`src/design/ple_pkg.sv`:
```
// Package for the positional list engine: sizes, command and status codes,
// the token that travels down the cell chain and the result record.
// No dependencies.
`default_nettype none

package ple_pkg;

  // List capacity (number of cells in the chain)
  localparam int unsigned CAPACITY = 256;

  // Internal length / index / count width: must hold CAPACITY itself
  localparam int unsigned LenW = $clog2(CAPACITY + 1);

  // Fixed field widths of the item ports
  localparam int unsigned CmdW    = 3;
  localparam int unsigned PosW    = 9;
  localparam int unsigned ValW    = 32;
  localparam int unsigned StW     = 2;
  localparam int unsigned CntOutW = 9;
  localparam int unsigned LenOutW = 9;

  // Width used to compare a requested position against the length
  localparam int unsigned CmpW = (LenW > PosW) ? LenW : PosW;

  // Command codes
  localparam logic [CmdW-1:0] CMD_CLEAR  = 3'd0;
  localparam logic [CmdW-1:0] CMD_APPEND = 3'd1;
  localparam logic [CmdW-1:0] CMD_INSERT = 3'd2;
  localparam logic [CmdW-1:0] CMD_DELETE = 3'd3;
  localparam logic [CmdW-1:0] CMD_COUNT  = 3'd4;

  // Status codes
  localparam logic [StW-1:0] ST_OK    = 2'd0;
  localparam logic [StW-1:0] ST_RANGE = 2'd1;
  localparam logic [StW-1:0] ST_FULL  = 2'd2;

  // Operation a token performs as it passes each cell
  typedef enum logic [1:0] {
    OP_NOP,
    OP_INS,
    OP_DEL,
    OP_CNT
  } ple_op_e;

  typedef struct packed {
    logic            vld;
    ple_op_e         op;
    logic [LenW-1:0] idx;   // first cell touched by insert / delete
    logic [LenW-1:0] len;   // list length before the command
    logic [ValW-1:0] data;  // value carried: shifted entry, removed or searched
    logic [LenW-1:0] cnt;   // running match count
  } ple_tok_t;

  typedef struct packed {
    logic [StW-1:0]     status;
    logic [ValW-1:0]    removed;
    logic [CntOutW-1:0] match_cnt;
    logic [LenOutW-1:0] length;
  } ple_res_t;

endpackage

`default_nettype wire

```
`src/design/ple_cell.sv`:
```
// One list cell: holds one entry and processes the token passing through it.
// Depends on ple_pkg.
`default_nettype none

module ple_cell (
  input  wire logic                     clk_i,
  input  wire logic                     rst_ni,
  input  wire logic [ple_pkg::LenW-1:0] idx_i,    // this cell's position
  input  wire ple_pkg::ple_tok_t        tok_i,
  input  wire logic [ple_pkg::ValW-1:0] nbr_i,    // entry of the next cell
  output ple_pkg::ple_tok_t             tok_o,
  output logic [ple_pkg::ValW-1:0]      entry_o
);
  import ple_pkg::*;

  ple_tok_t        tok_d, tok_q;
  logic [ValW-1:0] entry_d, entry_q;

  always_comb begin
    tok_d   = tok_i;
    entry_d = entry_q;
    if (tok_i.vld) begin
      case (tok_i.op)
        OP_INS: begin
          // take the carried value, pass the old entry on
          if (idx_i >= tok_i.idx) begin
            entry_d    = tok_i.data;
            tok_d.data = entry_q;
          end
        end
        OP_DEL: begin
          // pull the neighbor's entry in, capture the removed one
          if (idx_i >= tok_i.idx) begin
            entry_d = nbr_i;
          end
          if (idx_i == tok_i.idx) begin
            tok_d.data = entry_q;
          end
        end
        OP_CNT: begin
          if ((idx_i < tok_i.len) && (entry_q == tok_i.data)) begin
            tok_d.cnt = tok_i.cnt + LenW'(1);
          end
        end
        default: begin
        end
      endcase
    end
  end

  always_ff @(posedge clk_i or negedge rst_ni) begin
    if (!rst_ni) begin
      tok_q <= '0;
    end else begin
      tok_q <= tok_d;
    end
  end

  always_ff @(posedge clk_i) begin
    entry_q <= entry_d;
  end

  assign tok_o   = tok_q;
  assign entry_o = entry_q;

endmodule

`default_nettype wire

```
`config.mk`:
```
export PLATFORM = sky130hd
export DESIGN_NAME = ple_cell
export DESIGN_NICKNAME = d
export VERILOG_FILES = /design/src/design/ple_pkg.sv /design/src/design/ple_cell.sv
export SDC_FILE = /design/constraint.sdc
export NUM_CORES = 1
export LEC_CHECK = 0
export BUFFER_PORTS_ARGS = -buffer_cell sky130_fd_sc_hd__buf_2
export CORE_UTILIZATION = 50
export DETAILED_ROUTE_END_ITERATION = 12
export HOLD_SLACK_MARGIN = 0.05
export PLACE_DENSITY_LB_ADDON = 0.15
export SYNTH_ARGS = -nofsm -noshare
export SYNTH_HDL_FRONTEND = slang
export SYNTH_SLANG_ARGS = --single-unit
```
`constraint.sdc`:
```
create_clock -name clk_i -period 3.9 [get_ports clk_i]
set_input_delay 1.17 -clock clk_i [delete_from_list [all_inputs] [get_ports clk_i]]
set_output_delay 1.17 -clock clk_i [all_outputs]
set_load 0.005 [all_outputs]
```
Word level (Yosys, flattened, before mapping)
Index checks and enable logic that the tools add are counted.
{ "classes": {"n_lt_le_gt_ge": 2, "n_mux": 9, "n_addsub": 1, "eq_ne": 7, "reduce_logical": 3} }
{ "ops": {"columns": ["op", "n"], "rows": [
  ["two-way mux 32 bit", 4],
  ["one-hot mux 32 bit (2 select lines)", 2],
  ["two-way mux 41 bit", 1],
  ["equality test 32 bit", 1],
  ["two-way mux 9 bit", 2],
  ["adder 9 x 1 -> 9 bit, second input constant", 1],
  ["equality test 9 bit", 1],
  ["greater-or-equal comparator 9 bit", 1],
  ["< comparator 9 bit", 1],
  ["equality test 2 bit, second input constant", 2],
  ["!= test 2 bit, second input constant", 2],
  ["AND reduction 4 bit", 1],
  ["equality test 2 x 1 -> 1 bit, second input constant", 1],
  ["nonzero test 2 bit", 1],
  ["logical AND 1 bit", 1]
]} }
{ "totals": {"in_bits": 105, "register_bits": 94, "wordCells": 29, "output_inout_bits": 94} }

Logic depth before layout (Yosys ltp)
Gate-level depths: netlist of run 1.
{ "logic_depth": {"word_depth": 5, "ltp_mapped": 10, "mapped_depth_nobuf": 9} }

Worst setup path before layout of run 1
Ideal clock, no wire load.
{ "synth_path": {"kind": "input -> register", "start": "input port tok_i[59] (netlist bit)", "end": "register entry_q[0] (netlist: entry_o[0]), enable pin", "t_required_ns": 3.479, "path_slack_ns": 0.015, "setup_time_ns": 0.421, "t_arrival_ns": 3.464, "path_buffers": 2, "cell_stages": 6, "cell_sequence": "inv_1 -> ha_1 -> clkbuf_1 -> clkbuf_1 -> o21ai_0 -> nor2_1"} }
{ "synth_between": {"elab_chain_len": 3, "word_cells_on_any_way": 6, "classes_between": "eq/ne: 4; reduce/logical: 2"} }
{ "synth_lines": {"columns": ["element", "line_no", "rtl"], "rows": [
  ["start, declared", "ple_cell.sv:9", "input wire ple_pkg::ple_tok_t tok_i,"],
  ["equality test 2 x 1 -> 1 bit / equality test 2 bit (equally long branches)", "ple_cell.sv:23", "case (tok_i.op)"],
  ["!= test 2 bit (no line) / nonzero test 2 bit (equally long branches)", null, null],
  ["AND reduction 4 bit (no line) *", null, null],
  ["end signal, assigned", "ple_cell.sv:60", "entry_q <= entry_d;"],
  ["end, declared", "ple_cell.sv:17", "logic [ValW-1:0] entry_d, entry_q;"]
]} }
Every way passes the cells marked *; elsewhere a longest branch is shown, timed or not.
A chain may end at the register's enable or synchronous reset.

==> impl_metrics.yaml, run 1 <==
grt:
  grt_pass1_vias: 3378
  grt_max_degree: 35
  grt_usage: 0.235
  grt_pass1_wl_um: 15700
  top_usage_layer: "met2"
  grt_use_met1: 0.272
  grt-ovfl-total: 0
  antenna_found_initial: 0
  grt.met2_usage: 0.417
  use_met3: 0.0660
setup_path:
  worstPathArrival_ns: 3.15
  crit_start: "idx_i[0]"
  required_ns: 4.18
  r2r-start: "entry_o[13]$_DFFE_PP_"
  crit_end: "tok_o[22]$_DFF_PN0_"
  cp_max_fo: 20
  r2r-end: "tok_o[1]$_DFF_PN0_"
  worstSetupPathType: "in -> reg"
  start_kind: "primary input"
  end_kind: "flop"
  rr_worst_depth: 5
  r2r_setup_slack_ns: 1.71
pwr:
  p_leak_nw: 2.69
  worst_ir_drop_vdd_mv: 0.203
  total_power_mw: 2.08
  p_per_area_nw_per_um2: 371
synth:
  avgSynthCellArea_um2: 13.6
  synth_area_leaders: "dfrtp_1 36%, edfxtp_1 22%, mux2_2 8.4%"
  synth_area_um2: 4300
  yosys_warnings: 0
  yosysSeqAreaShare: 0.585
  ys_ff_latch: 94
  synthDistinctLibCells: 35
  netlist_instances: 315
  synth_top_area_cell: "dfrtp_1"
  yosys.area.top_type_share: 0.361
  synth_fp_nets: 441
timing:
  hold_viol_final: 0
  fmax_mhz: 349
  relSlewSlack: 0.559
  fin_hold_ws_ns: 0.553
  setup_tns_ns: 0
  finClkSkew_ns: 0.0110
  tightestPinTransition_ns: 0.662
  setup_viol: 0
  post-route-period-util: 0.736
  period_minus_slack_ns: 2.87
  slew_viol_final: 0
  setup_slack_ns: 1.03
  rsz0062_at_grt: "no"
floorplanning:
  coreArea_um2: 8260
  dieArea_um2: 8970
  die_w_um: 94.7
  ioPinCount: 199
  start_util: 0.520
  die_h_um: 94.7
  rows: 33
routing:
  vias_per_cell: 5.15
  dr.pass1.iters: 4
  wl_per_cell_um: 16.0
  ant_nets: 0
  routed_wl_um: 10100
  drt_iter0_markers: 72
  vias: 3237
  remaining_drc_errors: 0
final_layout:
  nets: 644
  drive_above_1_share: 0.489
  area_growth_syn_to_layout_pct: 30.6
  final_common_cell: "buf_2"
  utilization: 0.679
  final_cell_mix: "198 x buf_2, 62 x dfrtp_1, 37 x xnor2_1, 32 x mux2_2, 32 x edfxtp_1"
  antenna_cells: 0
clock_network:
  cts_tree: "built"
  clockBufferDepth: 2
  cts.repair.resized: 0
  cts_hold_buf: 0
  clkSlewWorstSetupHoldPaths_ns: 0.09
  cts.sinks: 94
  cts_htree_levels: 3
  cts-buffers-inserted: 9
  root_buffer: "clkbuf_8"
  post_cts_buffers: 0
  clkLatencyLatePin_ns: 0.35
placement:
  globalplace.congestion: 0.756
  place_ws_ns: 0.673
  port-buffer-count: 198
  place_hpwl_um: 7780
outcome:
  status: "finished, final reports clean"
min_path:
  hp-class: "reg -> reg"
flow_run:
  drv_cap: 0
where the power goes:
part	switching (mW)	internal (mW)	total, mW
clock	0.322	0.292	0.614
combinational	0.168	0.177	0.344
sequential	0.0293	1.09	1.12
total	0.519	1.56	2.08
registers in the layout, indices dropped and copies added (netlist names):
signal / flops
entry_o: 32
tok_o: 62
how the worst min path moves through the flow:
stage                     startpoint             endpoint  slack, ns  depth (start not counted)
2_1_floorplan   entry_o[1]$_DFFE_PP_  tok_o[10]$_DFF_PN0_       0.55                          1
3_3_place_gp   entry_o[12]$_DFFE_PP_  tok_o[21]$_DFF_PN0_       0.53                          1
3_5_place_dp   entry_o[17]$_DFFE_PP_  tok_o[26]$_DFF_PN0_       0.54                          1
4_1_cts        entry_o[17]$_DFFE_PP_  tok_o[26]$_DFF_PN0_       0.55                          1
5_1_grt        entry_o[17]$_DFFE_PP_  tok_o[26]$_DFF_PN0_       0.57                          1
6_report       entry_o[17]$_DFFE_PP_  tok_o[26]$_DFF_PN0_       0.55                          1
metrics by stage:
stage                     instances  area [um^2]
final                           628         5610
after detailed placement        612         5430
after global placement          612         5430
after CTS                       628         5610
after floorplan                 315         4300
after global routing            628         5610
Yosys cell counts:
library cell   n
a2111oi_4      1
a21o_1         4
a21oi_1        7
a22o_1        30
a22o_2         1
a31oi_1        1
and3_1         1
buf_2          6
buf_6          1
clkbuf_1       4
dfrtp_1       62
edfxtp_1      32
ha_1          21
inv_1         21
mux2_2        32
nand2_1       11
nand2b_1       1
nand3_1        4
nand3_4        1
nand3b_1       1
nand4_1       14
nor2_1         4
nor2_2         1
nor2b_1        2
nor3_1         1
nor4_1         1
o2111a_1       1
o21a_2         1
o21ai_0        4
o21ai_1        1
o22ai_1        1
o311ai_0       1
or3_4          1
xnor2_1       37
xor2_1         3
per-layer routing:
layer | vias to the layer above | share of wire
met1 | 1554 | 0.39
met4 | 0 | 0.012
met3 | 10 | 0.077
met5 | - | 0
met2 | 128 | 0.52
li1 | 1545 | -
area by class of cell:
class                           instances  area, um^2
Clock buffer                           11         131
Clock inverter                          5        50.0
Fill cell                             658        2650
Inverter                               21        78.8
Multi-Input combinational cell        189        1660
Sequential cell                        94        2510
Tap cell                              105         131
Timing Repair Buffer                  203        1040
worst max-delay path: stages:
cell and delay (ns):
buf_2 0.09, inv_1 0.04, ha_1 0.29, nand2b_1 0.15
a21oi_1 0.14, o21ai_1 0.07, a21oi_1 0.19, o21a_2 0.22
a21o_1 0.44, buf_12 0.22, a22o_1 0.14
cell families after synthesis:
family,count (synthesis),share of synthesized area
AO/OA/AOI/OAI,53,0.100
adder cells (fa/ha/maj),21,0.0612
flip-flops,94,0.585
buffers and inverters,32,0.0315
AND/OR/NAND/NOR,43,0.0565
multiplexers,32,0.0839
XOR/XNOR,40,0.0816
Note: power is estimated with default switching activity, not from simulation.
==> run 2, diff against run 1 <==
--- a/config.mk
+++ b/config.mk
@@ -6,7 +6,7 @@
 export NUM_CORES = 1
 export LEC_CHECK = 0
 export BUFFER_PORTS_ARGS = -buffer_cell sky130_fd_sc_hd__buf_2
-export CORE_UTILIZATION = 50
+export CORE_UTILIZATION = 42
 export DETAILED_ROUTE_END_ITERATION = 12
 export HOLD_SLACK_MARGIN = 0.05
 export PLACE_DENSITY_LB_ADDON = 0.15
==> constraint.sdc (replaced) <==
create_clock -name clk_i -period 2.5 [get_ports clk_i]
set_input_delay 0.75 -clock clk_i [delete_from_list [all_inputs] [get_ports clk_i]]
set_output_delay 0.75 -clock clk_i [all_outputs]
set_load 0.005 [all_outputs]
==> run 2 against run 1 <==
Design area grew 3.4%. Sequential share of layout area shrank 1.5 points. Non-clock buffer count grew 6. Combinational power grew 62%. Clock skew grew 0.0079 ns. Cell count grew 5.4%. Via count shrank 0.99%. Critical path type unchanged.
==> impl_metrics.yaml, run 2 (same netlist as run 1, synthesis figures left out) <==
timing:
  setup_slack_ns: 0.327
  fmax_mhz: 460
  hold_viol_final: 0
  post-route-period-util: 0.869
  finClkSkew_ns: 0.0188
  setup_viol: 0
  tightestPinTransition_ns: 0.366
  setup_tns_ns: 0
  slew_viol_final: 0
  rsz0062_at_grt: "no"
  period_minus_slack_ns: 2.17
  relSlewSlack: 0.754
setup_path:
  worstSetupPathType: "in -> reg"
  r2r-start: "entry_o[31]$_DFFE_PP_"
  crit_family: "compound AO/OA/AOI/OAI gates"
  start_kind: "primary input"
  rr_worst_depth: 6
  path_cells: "buf_2 > inv_1 > ha_1 > nand2b_1 > a21oi_1 > o21ai_1 > a21oi_1 > o21a_2 > o22ai_2 > buf_12 > a22o_2"
  required_ns: 2.75
  worstPathArrival_ns: 2.43
  r2r-end: "tok_o[1]$_DFF_PN0_"
  worst_path_max_delay_cell: "ha_1"
  cp_max_fo: 31
  crit_path_max_incr_delay_ns: 0.29
  r2r_setup_slack_ns: 0.47
  worst_path_most_repeated_cell: "a21oi_1"
  end_kind: "flop"
  critPathBufInv: 3
final_layout:
  final_cell_mix: "198 x buf_2, 62 x dfrtp_1, 37 x xnor2_1, 32 x mux2_2, 32 x edfxtp_1"
  fin_cells: 662
  antenna_cells: 0
  area_growth_syn_to_layout_pct: 35.0
  drive_above_1_share: 0.497
  final_common_cell: "buf_2"
  multi_input_area_um2: 1660
  num-fill-cells: 872
  ff_latch_area_um2: 2510
  largest_register_ff_count: 62
  nets: 650
routing:
  routed_wl_um: 9940
  remaining_drc_errors: 0
  vias_per_cell: 4.84
  drt_iter0_markers: 46
  vias: 3205
  dr.pass1.iters: 5
  wl_per_cell_um: 15.0
  ant_nets: 0
clock_network:
  cts_tree: "built"
  root_buffer: "clkbuf_8"
  cts.sinks: 94
  cts-buffers-inserted: 9
  clkSlewWorstSetupHoldPaths_ns: 0.09
  cts_htree_levels: 3
  cts.repair.resized: 0
  cts_hold_buf: 0
  clkLatencyLatePin_ns: 0.37
  clockBufferDepth: 2
  post_cts_buffers: 0
floorplanning:
  start_util: 0.435
  dieArea_um2: 10600
  coreArea_um2: 9860
  die_w_um: 103
  rows: 36
  die_h_um: 103
  ioPinCount: 199
grt:
  grt_pass1_wl_um: 14800
  antenna_found_initial: 0
  grt-ovfl-total: 0
  grt_pass1_vias: 3079
  grt_usage: 0.188
  grt_max_degree: 63
placement:
  dp.cells: 646
  place_hpwl_um: 7580
  globalplace.congestion: 0.781
  place_ws_ns: -0.0552
  port-buffer-count: 198
pwr:
  p_leak_nw: 2.76
  worst_ir_drop_vdd_mv: 0.328
  total_power_mw: 3.45
  p_per_area_nw_per_um2: 596
min_path:
  hp-class: "in -> async"
outcome:
  status: "finished, final reports clean"
flow_run:
  drv_cap: 0
==> run 2: changes by cell type in the layout (fill, tap and decap cells not counted), sizes merged <==
cell / change
buf: +6
clkinv: -3
bufinv: +1
clkbuf: +2
==> run 2: per-stage QoR <==
step	instance area (um^2)	hold slack, ns	util
after floorplan	4310	0.454	-
after global placement	5570	0.529	0.565
after detailed placement	5570	0.536	0.565
after CTS	5800	0.398	0.588
after global routing	5800	0.383	0.588
final	5800	0.391	0.588
==> run 2: cell type report <==
| type | count | share of cell area |
|---|---|---|
| timing repair buffer | 209 | 0.198 |
| tap | 133 | 0.0287 |
| clock buffer | 13 | 0.0276 |
| multi-input combinational | 189 | 0.287 |
| inverter | 21 | 0.0136 |
| clock inverter | 3 | 0.0117 |
| sequential | 94 | 0.433 |
==> run 2: worst max path at each step <==
stage	from	to	slack, ns	cells past startpoint
after detailed placement	idx_i[2]	tok_o[1]$_DFF_PN0_	-0.06	8
after CTS	idx_i[6]	tok_o[32]$_DFF_PN0_	0.33	9
final	idx_i[0]	tok_o[32]$_DFF_PN0_	0.33	11
after floorplan	idx_i[0]	entry_o[0]$_DFFE_PP_	0.02	8
after global placement	idx_i[0]	tok_o[32]$_DFF_PN0_	-0.03	11
after global routing	idx_i[0]	tok_o[32]$_DFF_PN0_	0.23	11
==> run 2: power by group <==
part | total, mW | switching [mW] | leakage, nW | internal, mW
registers | 1.75 | 0.0443 | 1.03 | 1.70
clock network | 1.15 | 0.524 | 0.109 | 0.626
logic | 0.556 | 0.263 | 1.63 | 0.293
total | 3.45 | 0.831 | 2.76 | 2.62
==> run 2: layer usage <==
metal / track usage / vias up / wire, um
met5: 0 / - / 0
met4: 0.0661 / 0 / 138
met3: 0.0664 / 11 / 821
met2: 0.323 / 130 / 4970
met1: 0.219 / 1508 / 4010
li1: - / 1556 / -
